$ cat config.mk
export PLATFORM = sky130hd
export DESIGN_NAME = tbpm_div
export DESIGN_NICKNAME = d
export VERILOG_FILES = /design/src/hdl/tbpm_pkg.sv /design/src/hdl/tbpm_div.sv
export SDC_FILE = /design/constraint.sdc
export NUM_CORES = 1
export LEC_CHECK = 0
export BUFFER_PORTS_ARGS = -buffer_cell sky130_fd_sc_hd__buf_2
export CAP_MARGIN = 20
export CORE_AREA = 2 2 113 115
export DETAILED_ROUTE_END_ITERATION = 10
export DIE_AREA = 0 0 115 117
export PLACE_DENSITY = 0.86
export SETUP_SLACK_MARGIN = 0.2
export SLEW_MARGIN = 20
export SYNTH_ARGS = -nofsm -noshare
export SYNTH_HDL_FRONTEND = slang
export SYNTH_SLANG_ARGS = --single-unit
$ cat constraint.sdc
create_clock -name clk -period 11.32 [get_ports clk]
set_clock_uncertainty 0.05 [all_clocks]
set_input_delay 2.264 -clock clk [delete_from_list [all_inputs] [get_ports clk]]
set_output_delay 2.264 -clock clk [all_outputs]
set_load 0.02 [all_outputs]
$ cat src/hdl/tbpm_pkg.sv
`timescale 1ns / 1ps
`default_nettype none
// ----------------------------------------------------------------------------
// tbpm_pkg: shared definitions for the time binned packet metric counter
// Field widths, register indexes, status codes, control structs and the
// per-metric increment table.
// ----------------------------------------------------------------------------
package tbpm_pkg;

    // default store geometry
    localparam int DEF_NUM_BINS    = 1024;
    localparam int DEF_NUM_METRICS = 7;
    localparam int DEF_COUNT_WIDTH = 48;

    // field widths
    localparam int SEC_W    = 32;
    localparam int USEC_W   = 20;
    localparam int WIDTH_W  = 32;
    localparam int BINS_W   = 11;
    localparam int MEN_W    = 7;
    localparam int LEN_W    = 16;
    localparam int FLAG_W   = 8;
    localparam int RBIN_W   = 10;
    localparam int RMET_W   = 3;
    localparam int STAT_W   = 2;
    localparam int VALUE_W  = 48;
    localparam int CFG_IDX_W  = 3;
    localparam int CFG_DATA_W = 32;
    localparam int S_DATA_W = 96;
    localparam int M_DATA_W = 64;

    // offset arithmetic
    localparam int           PROD_W       = 54;  // signed offset in microseconds
    localparam int           MAG_W        = 54;  // magnitude of the offset
    localparam int           QUOT_W       = BINS_W;  // bin index never needs more
    localparam int           REM_W        = WIDTH_W + QUOT_W;
    localparam int           IDX_WIDE_W   = 17;  // holds any NUM_BINS value
    localparam int           USEC_PER_SEC = 1000000;

    // configuration register indexes
    localparam logic [CFG_IDX_W-1:0] CFG_START_SECONDS = 3'd0;
    localparam logic [CFG_IDX_W-1:0] CFG_START_MICROS  = 3'd1;
    localparam logic [CFG_IDX_W-1:0] CFG_BIN_WIDTH     = 3'd2;
    localparam logic [CFG_IDX_W-1:0] CFG_BINS_IN_USE   = 3'd3;
    localparam logic [CFG_IDX_W-1:0] CFG_METRIC_ENABLE = 3'd4;

    // request kinds
    localparam logic REQ_RECORD = 1'b0;
    localparam logic REQ_READ   = 1'b1;

    // result status codes
    localparam logic [STAT_W-1:0] ST_OK        = 2'd0;
    localparam logic [STAT_W-1:0] ST_RANGE     = 2'd1;
    localparam logic [STAT_W-1:0] ST_NO_METRIC = 2'd2;

    // metric numbers
    localparam logic [RMET_W-1:0] MET_PACKETS = 3'd0;
    localparam logic [RMET_W-1:0] MET_BYTES   = 3'd1;
    localparam logic [RMET_W-1:0] MET_SYN     = 3'd2;
    localparam logic [RMET_W-1:0] MET_FIN     = 3'd3;
    localparam logic [RMET_W-1:0] MET_RST     = 3'd4;
    localparam logic [RMET_W-1:0] MET_ACK     = 3'd5;
    localparam logic [RMET_W-1:0] MET_PSH     = 3'd6;

    // TCP flag bit positions
    localparam int FLAG_FIN = 0;
    localparam int FLAG_SYN = 1;
    localparam int FLAG_RST = 2;
    localparam int FLAG_PSH = 3;
    localparam int FLAG_ACK = 4;

    typedef struct packed {
        logic start;
    } div_cmd_t;

    typedef struct packed {
        logic              done;
        logic              ovf;
        logic [QUOT_W-1:0] quotient;
    } div_res_t;

    typedef struct packed {
        logic rd_en;
        logic wr_en;
    } store_cmd_t;

    typedef struct packed {
        logic clear_busy;
    } store_stat_t;

    // increment that one packet adds to a metric
    function automatic logic [LEN_W-1:0] metric_amount(
        input logic [RMET_W-1:0] met,
        input logic [LEN_W-1:0]  len,
        input logic [FLAG_W-1:0] flags
    );
        logic [LEN_W-1:0] amt;
        case (met)
            MET_PACKETS: amt = LEN_W'(1);
            MET_BYTES:   amt = len;
            MET_SYN:     amt = LEN_W'(flags[FLAG_SYN]);
            MET_FIN:     amt = LEN_W'(flags[FLAG_FIN]);
            MET_RST:     amt = LEN_W'(flags[FLAG_RST]);
            MET_ACK:     amt = LEN_W'(flags[FLAG_ACK]);
            MET_PSH:     amt = LEN_W'(flags[FLAG_PSH]);
            default:     amt = '0;
        endcase
        return amt;
    endfunction

endpackage
`default_nettype wire

$ cat src/hdl/tbpm_div.sv
`timescale 1ns / 1ps
`default_nettype none
// ----------------------------------------------------------------------------
// tbpm_div: bin index divider
// Restoring divider, one quotient bit per cycle. Dividends whose quotient
// would not fit QUOT_W bits are flagged up front; a zero divisor gives zero.
// ----------------------------------------------------------------------------
module tbpm_div (
    input  wire                       clk,
    input  wire                       rst_n,
    input  tbpm_pkg::div_cmd_t        cmd,
    input  wire [tbpm_pkg::MAG_W-1:0] dividend,
    input  wire [tbpm_pkg::WIDTH_W-1:0] divisor,
    output tbpm_pkg::div_res_t        res
);
    import tbpm_pkg::*;

    localparam int STEP_W = $clog2(QUOT_W);

    logic [REM_W-1:0]  rem_reg, rem_next;
    logic [REM_W-1:0]  dsh_reg, dsh_next;
    logic [QUOT_W-1:0] q_reg, q_next;
    logic [STEP_W-1:0] step_reg, step_next;
    logic              busy_reg, busy_next;
    logic              done_reg, done_next;
    logic              ovf_reg, ovf_next;

    logic [REM_W-1:0] top_limit;
    logic             too_big;
    logic             fits;

    assign top_limit = {divisor, {QUOT_W{1'b0}}};
    assign too_big   = dividend >= MAG_W'(top_limit);
    assign fits      = rem_reg >= dsh_reg;

    always_comb
    begin
        rem_next  = rem_reg;
        dsh_next  = dsh_reg;
        q_next    = q_reg;
        step_next = step_reg;
        busy_next = busy_reg;
        done_next = 1'b0;
        ovf_next  = ovf_reg;
        if (cmd.start)
        begin
            q_next    = '0;
            step_next = '0;
            ovf_next  = 1'b0;
            if (divisor == '0)
            begin
                done_next = 1'b1;
            end
            else if (too_big)
            begin
                ovf_next  = 1'b1;
                done_next = 1'b1;
            end
            else
            begin
                rem_next  = dividend[REM_W-1:0];
                dsh_next  = REM_W'(divisor) << (QUOT_W - 1);
                busy_next = 1'b1;
            end
        end
        else if (busy_reg)
        begin
            if (fits)
            begin
                rem_next = rem_reg - dsh_reg;
            end
            q_next    = {q_reg[QUOT_W-2:0], fits};
            dsh_next  = dsh_reg >> 1;
            step_next = step_reg + STEP_W'(1);
            if (step_reg == STEP_W'(QUOT_W - 1))
            begin
                busy_next = 1'b0;
                done_next = 1'b1;
            end
        end
    end

    always_ff @(posedge clk or negedge rst_n)
    begin
        if (!rst_n)
        begin
            busy_reg <= 1'b0;
            done_reg <= 1'b0;
            step_reg <= '0;
        end
        else
        begin
            busy_reg <= busy_next;
            done_reg <= done_next;
            step_reg <= step_next;
        end
    end

    always_ff @(posedge clk)
    begin
        rem_reg <= rem_next;
        dsh_reg <= dsh_next;
        q_reg   <= q_next;
        ovf_reg <= ovf_next;
    end

    assign res.done     = done_reg;
    assign res.ovf      = ovf_reg;
    assign res.quotient = q_reg;

endmodule
`default_nettype wire

After elaboration in Yosys (flattened, before gate mapping)

Index checks and enable logic that the tools add are counted.
W data, S select, Z words.

Bits in registers: 104
Logic and storage cells: 41
Output and inout bits: 13
Input bits: 89

Add/subtract/negate cells: 2
$lt $le $gt $ge: 2
Reduce and logical (&&, ||, !) cells: 6
Eq/ne operators: 3
Multiplexer cells: 21

Operators by type and width:

| cell                  | count |
|---|---|
| $mux W43              | 9 |
| $ge A54 B43 Y1        | 1 |
| $ge A43 B43 Y1        | 1 |
| $sub A43 B43 Y43      | 1 |
| $logic_not A32 Y1     | 1 |
| $mux W1               | 10 |
| $mux W4               | 2 |
| $add A4 B1 Y4 const B | 1 |
| $eq A4 B4 Y1 const B  | 1 |
| $ne A2 B2 Y1 const B  | 2 |
| $reduce_and A4 Y1     | 1 |
| $reduce_bool A2 Y1    | 2 |
| $reduce_and A3 Y1     | 1 |
| $reduce_and A2 Y1     | 1 |

Depth between registers and ports, before layout

Depth in word-level cells: 4
Depth in mapped cells: 11
Depth with buffers taken out: 11

Worst setup path before layout

OpenSTA, ideal clock, no wires.

Path type: in2reg
Start point: input port cmd
End point: register rem_reg[0] (enable)
Library setup time: 503 ps
Arrival time: 5829 ps
Setup slack: 4938 ps
Data required time: 10767 ps
Stages on the path: 4
Buffers on the path: 1
Path through: inv_1 clkbuf_1 nand2_1 o21ai_0

Word-level cells in the longest chain between the ends: 2
Elaborated cells on any way between the ends: 5
Those cells by class: 2 x eq/ne; 3 x reduce/logical

RTL lines:

| item                                                                | line            | text |
|---|---|---|
| from (decl)                                                         | tbpm_div.sv:11  | `input tbpm_pkg::div_cmd_t cmd,` |
| $ne A2 B2 Y1 (no source line) or $reduce_bool A2 Y1 (tied branches) | --              |  |
| $reduce_and A4 Y1 (no source line) (*)                              | --              |  |
| to (signal assigned)                                                | tbpm_div.sv:101 | `rem_reg <= rem_next;` |
| to (decl)                                                           | tbpm_div.sv:20  | `logic [REM_W-1:0] rem_reg, rem_next;` |

Every way passes the cells marked *; elsewhere a longest branch is shown, timed or not.
A chain may end at the register's enable or synchronous reset.

Final worst setup path

Start point: input port divisor[24] (netlist bit)
End point: register rem_reg[20] (enable)

Word-level cells in the longest chain between the ends: 3
Elaborated cells on any way between the ends: 5
Those cells by class: 1 x order compare; 2 x eq/ne; 2 x reduce/logical

RTL lines:

| item                                                | line                           | text |
|---|---|---|
| from (decl)                                         | tbpm_div.sv:13                 | `input wire [tbpm_pkg::WIDTH_W-1:0] divisor,` |
| $ge A54 B43 Y1 or $logic_not A32 Y1 (tied branches) | tbpm_div.sv:33, tbpm_div.sv:50 |  |
| $ne A2 B2 Y1 (no source line)                       | --                             |  |
| $reduce_and A4 Y1 (no source line) (*)              | --                             |  |

Marked as above.

==> metrics.txt <==
# TYPE chip_impl_metric gauge
chip_impl_info{name="cell_with_the_most_instances_after_synthesis",value="sky130_fd_sc_hd__nand2_1"} 1
chip_impl_metric{name="cap_violations",unit=""} 0
chip_impl_info{name="setup.worst_path.end_class",value="flop"} 1
chip_impl_metric{name="cts-resized-gates",unit=""} 0
chip_impl_info{name="critPathSlowestCell",value="sky130_fd_sc_hd__nor4_1"} 1
chip_impl_metric{name="floorplan.core_area",unit="um^2"} 12310
chip_impl_metric{name="net-switching-power",unit="W"} 0.0002140
chip_impl_metric{name="nets_in_the_synthesized_netlist",unit=""} 1052
chip_impl_metric{name="htree_num_levels",unit=""} 3
chip_impl_metric{name="dieArea",unit="um^2"} 13460
chip_impl_metric{name="fmax",unit="MHz"} 192.7
chip_impl_metric{name="rows",unit=""} 41
chip_impl_info{name="setup_repair_after_global_routing_missed_its_margin",value="no"} 1
chip_impl_metric{name="post_route_cells_drive_above_1_share",unit="%"} 13.73
chip_impl_metric{name="crit_path_max_incr_delay",unit="ns"} 0.59
chip_impl_info{name="critPathLaunchType",value="input port"} 1
chip_impl_metric{name="synthToLayoutAreaGrowth",unit="%"} 11.43
chip_impl_info{name="min_path_type",value="reg2reg"} 1
chip_impl_metric{name="netlist-cell-type-count",unit=""} 66
chip_impl_metric{name="final_net_count",unit=""} 1130
chip_impl_metric{name="max-vdd-ir-drop",unit="V"} 0.00006056
chip_impl_metric{name="clkLatencyLatePin",unit="ns"} 0.36
chip_impl_metric{name="detail_route.vias_per_cell",unit=""} 6.167
chip_impl_metric{name="timing_worst_slew_pin_value",unit="ns"} 0.9318
chip_impl_metric{name="cts_inserted_buffers",unit=""} 9
chip_impl_metric{name="synth-warning-count",unit=""} 0
chip_impl_info{name="yosys_top_cell_by_area",value="sky130_fd_sc_hd__edfxtp_1"} 1
chip_impl_metric{name="io_buffers",unit=""} 101
chip_impl_metric{name="power_per_cell_area",unit="nW/um^2"} 94.92
chip_impl_metric{name="maximum_number_of_pins_on_one_net_before_global_route_repair",unit=""} 102
chip_impl_metric{name="vias",unit=""} 6901
chip_impl_info{name="cts.root.buffer_cell",value="sky130_fd_sc_hd__clkbuf_16"} 1
chip_impl_metric{name="gp_routability_congestion",unit=""} 0.9038
chip_impl_metric{name="post_cts_buffers",unit=""} 0
chip_impl_metric{name="detail_route.first_pass.iterations",unit=""} 5
chip_impl_metric{name="final-max-slew-violation-count",unit=""} 0
chip_impl_metric{name="timing.final.hold_violations",unit=""} 0
chip_impl_metric{name="dpl.hpwl",unit="um"} 14890
chip_impl_metric{name="p_comb_share",unit="%"} 10.6
chip_impl_metric{name="postSynthRegisterBits",unit=""} 103
chip_impl_metric{name="seqPwrFrac",unit="%"} 50.4
chip_impl_metric{name="multi_input_comb_area",unit="um^2"} 4307
chip_impl_metric{name="path_clk_slew",unit="ns"} 0.08
chip_impl_metric{name="die_y",unit="um"} 117
chip_impl_metric{name="fin_total_pwr",unit="W"} 0.0008184
chip_impl_metric{name="maxSlewHeadroom",unit="%"} 37.30
chip_impl_metric{name="period_needed",unit="ns"} 5.189
chip_impl_metric{name="worst-endpoint-required",unit="ns"} 11.35
chip_impl_metric{name="synth_seq_area_share",unit="%"} 38.16
chip_impl_metric{name="edff_count_synth",unit=""} 86
chip_impl_info{name="outcome",value="complete, no violations"} 1
chip_impl_info{name="cp_common_cell",value="sky130_fd_sc_hd__nand4_1"} 1
chip_impl_info{name="predominant_post_synthesis_flop_cell",value="sky130_fd_sc_hd__edfxtp_1"} 1
chip_impl_metric{name="drt.antenna.violating_nets",unit=""} 0
chip_impl_metric{name="antenna_found_initial",unit=""} 1
chip_impl_metric{name="critical_path_arrival",unit="ns"} 5.22
chip_impl_metric{name="synthArstFlopShare",unit="%"} 5.825
chip_impl_metric{name="grt_pass1_vias",unit=""} 6492
chip_impl_metric{name="setup_viol",unit=""} 0
chip_impl_metric{name="cts_sinks",unit=""} 103
chip_impl_info{name="timing.critical_path.cells",value="buf_2, inv_1, ha_1, nand4_1, nor4_1, nand4_1, o31ai_1, a21oi_1, o211ai_1, o21ai_4, buf_4"} 1
chip_impl_metric{name="grt-ovfl-total",unit=""} 0
chip_impl_metric{name="track_usage",unit="%"} 30.32
chip_impl_metric{name="largest_reg_flops",unit=""} 43
chip_impl_metric{name="netlist_area",unit="um^2"} 7737
chip_impl_metric{name="tns",unit="ns"} 0
chip_impl_metric{name="routedWlPerCell",unit="um"} 17.63
chip_impl_metric{name="post_synth.cell_area_avg",unit="um^2"} 8.733
chip_impl_metric{name="n_fill_cell",unit=""} 956
chip_impl_metric{name="initial_utilization",unit="%"} 62.85
chip_impl_metric{name="p_int",unit="W"} 0.0006043
chip_impl_metric{name="detail_route.iter0.violations",unit=""} 541
chip_impl_info{name="worst-setup-path-type",value="in2reg"} 1
chip_impl_metric{name="die_width",unit="um"} 115
chip_impl_info{name="synth.area.top_cells",value="sky130_fd_sc_hd__edfxtp_1 33%, sky130_fd_sc_hd__ha_1 12%, sky130_fd_sc_hd__o21ai_0 5.6%"} 1
chip_impl_metric{name="pin_count",unit=""} 102
chip_impl_metric{name="grt_pass1_wl",unit="um"} 31940
chip_impl_metric{name="cts_hold_repair.buffers",unit=""} 0
chip_impl_metric{name="num_antenna_cells",unit=""} 0
chip_impl_metric{name="clock_network_fraction_of_total_power",unit="%"} 39.0
chip_impl_metric{name="synth_cells",unit=""} 886
chip_impl_metric{name="sw_frac_of_total",unit="%"} 26.15
chip_impl_info{name="tritoncts",value="done"} 1
chip_impl_metric{name="critical_path_peak_fanout",unit=""} 23
chip_impl_metric{name="totalWireLength",unit="um"} 19720
chip_impl_metric{name="regArea",unit="um^2"} 2953
chip_impl_metric{name="synth_top_cell_area_share",unit="%"} 33.38
chip_impl_metric{name="layout_worst_path_cycle_share",unit="%"} 45.84
chip_impl_info{name="ys_top_cells_by_count",value="115 x sky130_fd_sc_hd__nand2_1, 94 x sky130_fd_sc_hd__inv_1, 87 x sky130_fd_sc_hd__o21ai_0"} 1
chip_impl_metric{name="drc",unit=""} 0
chip_impl_metric{name="clock_path_buffers",unit=""} 2
chip_impl_metric{name="leakage",unit="nW"} 3.884
[placed cells by master (no fill, tap or decap), types with 3 or more instances in the layout]
master	netlist	layout
sky130_fd_sc_hd__nand3_1	6	6
sky130_fd_sc_hd__dfxtp_1	11	11
sky130_fd_sc_hd__nand2_1	115	114
sky130_fd_sc_hd__edfxtp_1	86	86
sky130_fd_sc_hd__a21oi_1	66	66
sky130_fd_sc_hd__nor4_1	17	17
sky130_fd_sc_hd__o211ai_1	11	11
sky130_fd_sc_hd__a211o_1	3	3
sky130_fd_sc_hd__a21boi_0	4	4
sky130_fd_sc_hd__xnor2_1	12	12
sky130_fd_sc_hd__inv_1	94	94
sky130_fd_sc_hd__or3_1	5	5
sky130_fd_sc_hd__clkbuf_16	0	9
sky130_fd_sc_hd__nor2b_1	9	9
sky130_fd_sc_hd__nand2b_1	8	8
sky130_fd_sc_hd__nor3b_1	5	5
sky130_fd_sc_hd__a21o_1	31	31
sky130_fd_sc_hd__ha_1	76	76
sky130_fd_sc_hd__and3_1	4	4
sky130_fd_sc_hd__or2_2	3	3
sky130_fd_sc_hd__mux2i_1	11	11
sky130_fd_sc_hd__inv_6	0	3
sky130_fd_sc_hd__nand4_1	21	21
sky130_fd_sc_hd__xor2_1	17	17
sky130_fd_sc_hd__buf_4	2	3
sky130_fd_sc_hd__a211oi_1	9	9
sky130_fd_sc_hd__o21ai_0	87	86
sky130_fd_sc_hd__nor3_1	10	10
sky130_fd_sc_hd__o21bai_1	9	9
sky130_fd_sc_hd__dfrtp_1	6	6
sky130_fd_sc_hd__o21a_1	9	9
sky130_fd_sc_hd__o31ai_1	6	6
sky130_fd_sc_hd__o2111ai_1	3	3
sky130_fd_sc_hd__nor2_1	58	58
sky130_fd_sc_hd__buf_2	1	100
[worst paths after layout]
| kind | cells past startpoint | endpoint | slack (ns) | startpoint |
|---|---|---|---|---|
| min in group asynchronous | 1 | done_reg | 1.65 | rst_n |
| hold reg to reg | 2 | q_reg[10] | 0.46 | q_reg[10] |
| max in group asynchronous | 1 | busy_reg | 9.42 | rst_n |
| setup / recovery | 11 | rem_reg[20] | 6.13 | divisor[24] |
| setup reg to reg | 11 | rem_reg[20] | 7.32 | dsh_reg[1] |
| hold / removal | 2 | q_reg[10] | 0.46 | q_reg[10] |
[logic make-up (layout without fill, tap and decap cells)]
group                    after synthesis  count (layout)  synth area share, %
multiplexers                          12              12                1.569
XOR/XNOR                              29              29                3.283
adder cells (fa/ha/maj)               77              77                12.55
flip-flops                           103             103                38.16
AND/OR/NAND/NOR                      271             271                16.37
AO/OA/AOI/OAI                        264             264                21.65
buffers and inverters                130             213                6.420
[per-stage QoR]
| stage | hold WS (ns) | util, % | instance area (um^2) | instances | setup WS (ns) |
|---|---|---|---|---|---|
| after detailed placement | 0.4458 | 67.56 | 8318 | 1103 | 5.528 |
| after floorplan | 0.4544 | - | 7737 | 886 | 4.938 |
| final | 0.4624 | 70.03 | 8622 | 1119 | 6.131 |
| after global routing | 0.4969 | 70.03 | 8622 | 1119 | 5.921 |
| after global placement | 0.4237 | 67.56 | 8318 | 1103 | 5.714 |
| after CTS | 0.4658 | 69.99 | 8617 | 1119 | 5.881 |
[critical path, delay by kind of cell]
family                     cells  cell delay, ns
AOI/OAI and AO/OA              4            1.17
adders and majority gates      1            0.29
buffers and inverters          3            0.55
and+or+nand+nor                3            0.93
[area by class of cell]
cell class                      instances  share of cell area [%]
Inverter                               94                   4.092
Clock inverter                          7                  0.8562
Multi-Input combinational cell        653                   49.95
Sequential cell                       103                   34.25
Clock buffer                            9                   2.612
Tap cell                              150                   2.177
Timing Repair Buffer                  103                   6.066
[routing by layer]
layer  track usage, %  share of wire (%)
met3            4.531                6.9
met4            12.45                3.0
met1            40.49                 42
met2            49.96                 48
met5                0              0.066
[power groups by stage]
stage / Clock, W / Sequential, W / Combinational (W)
after floorplan: 0 / 0.000421 / 0.0000493
after global placement: 0 / 0.000421 / 0.0000828
after detailed placement: 0 / 0.000421 / 0.0000856
after CTS: 0.000318 / 0.000412 / 0.0000863
after global routing: 0.000338 / 0.000412 / 0.0000982
final: 0.000319 / 0.000412 / 0.0000868
Power figures use the tool's default switching activity.
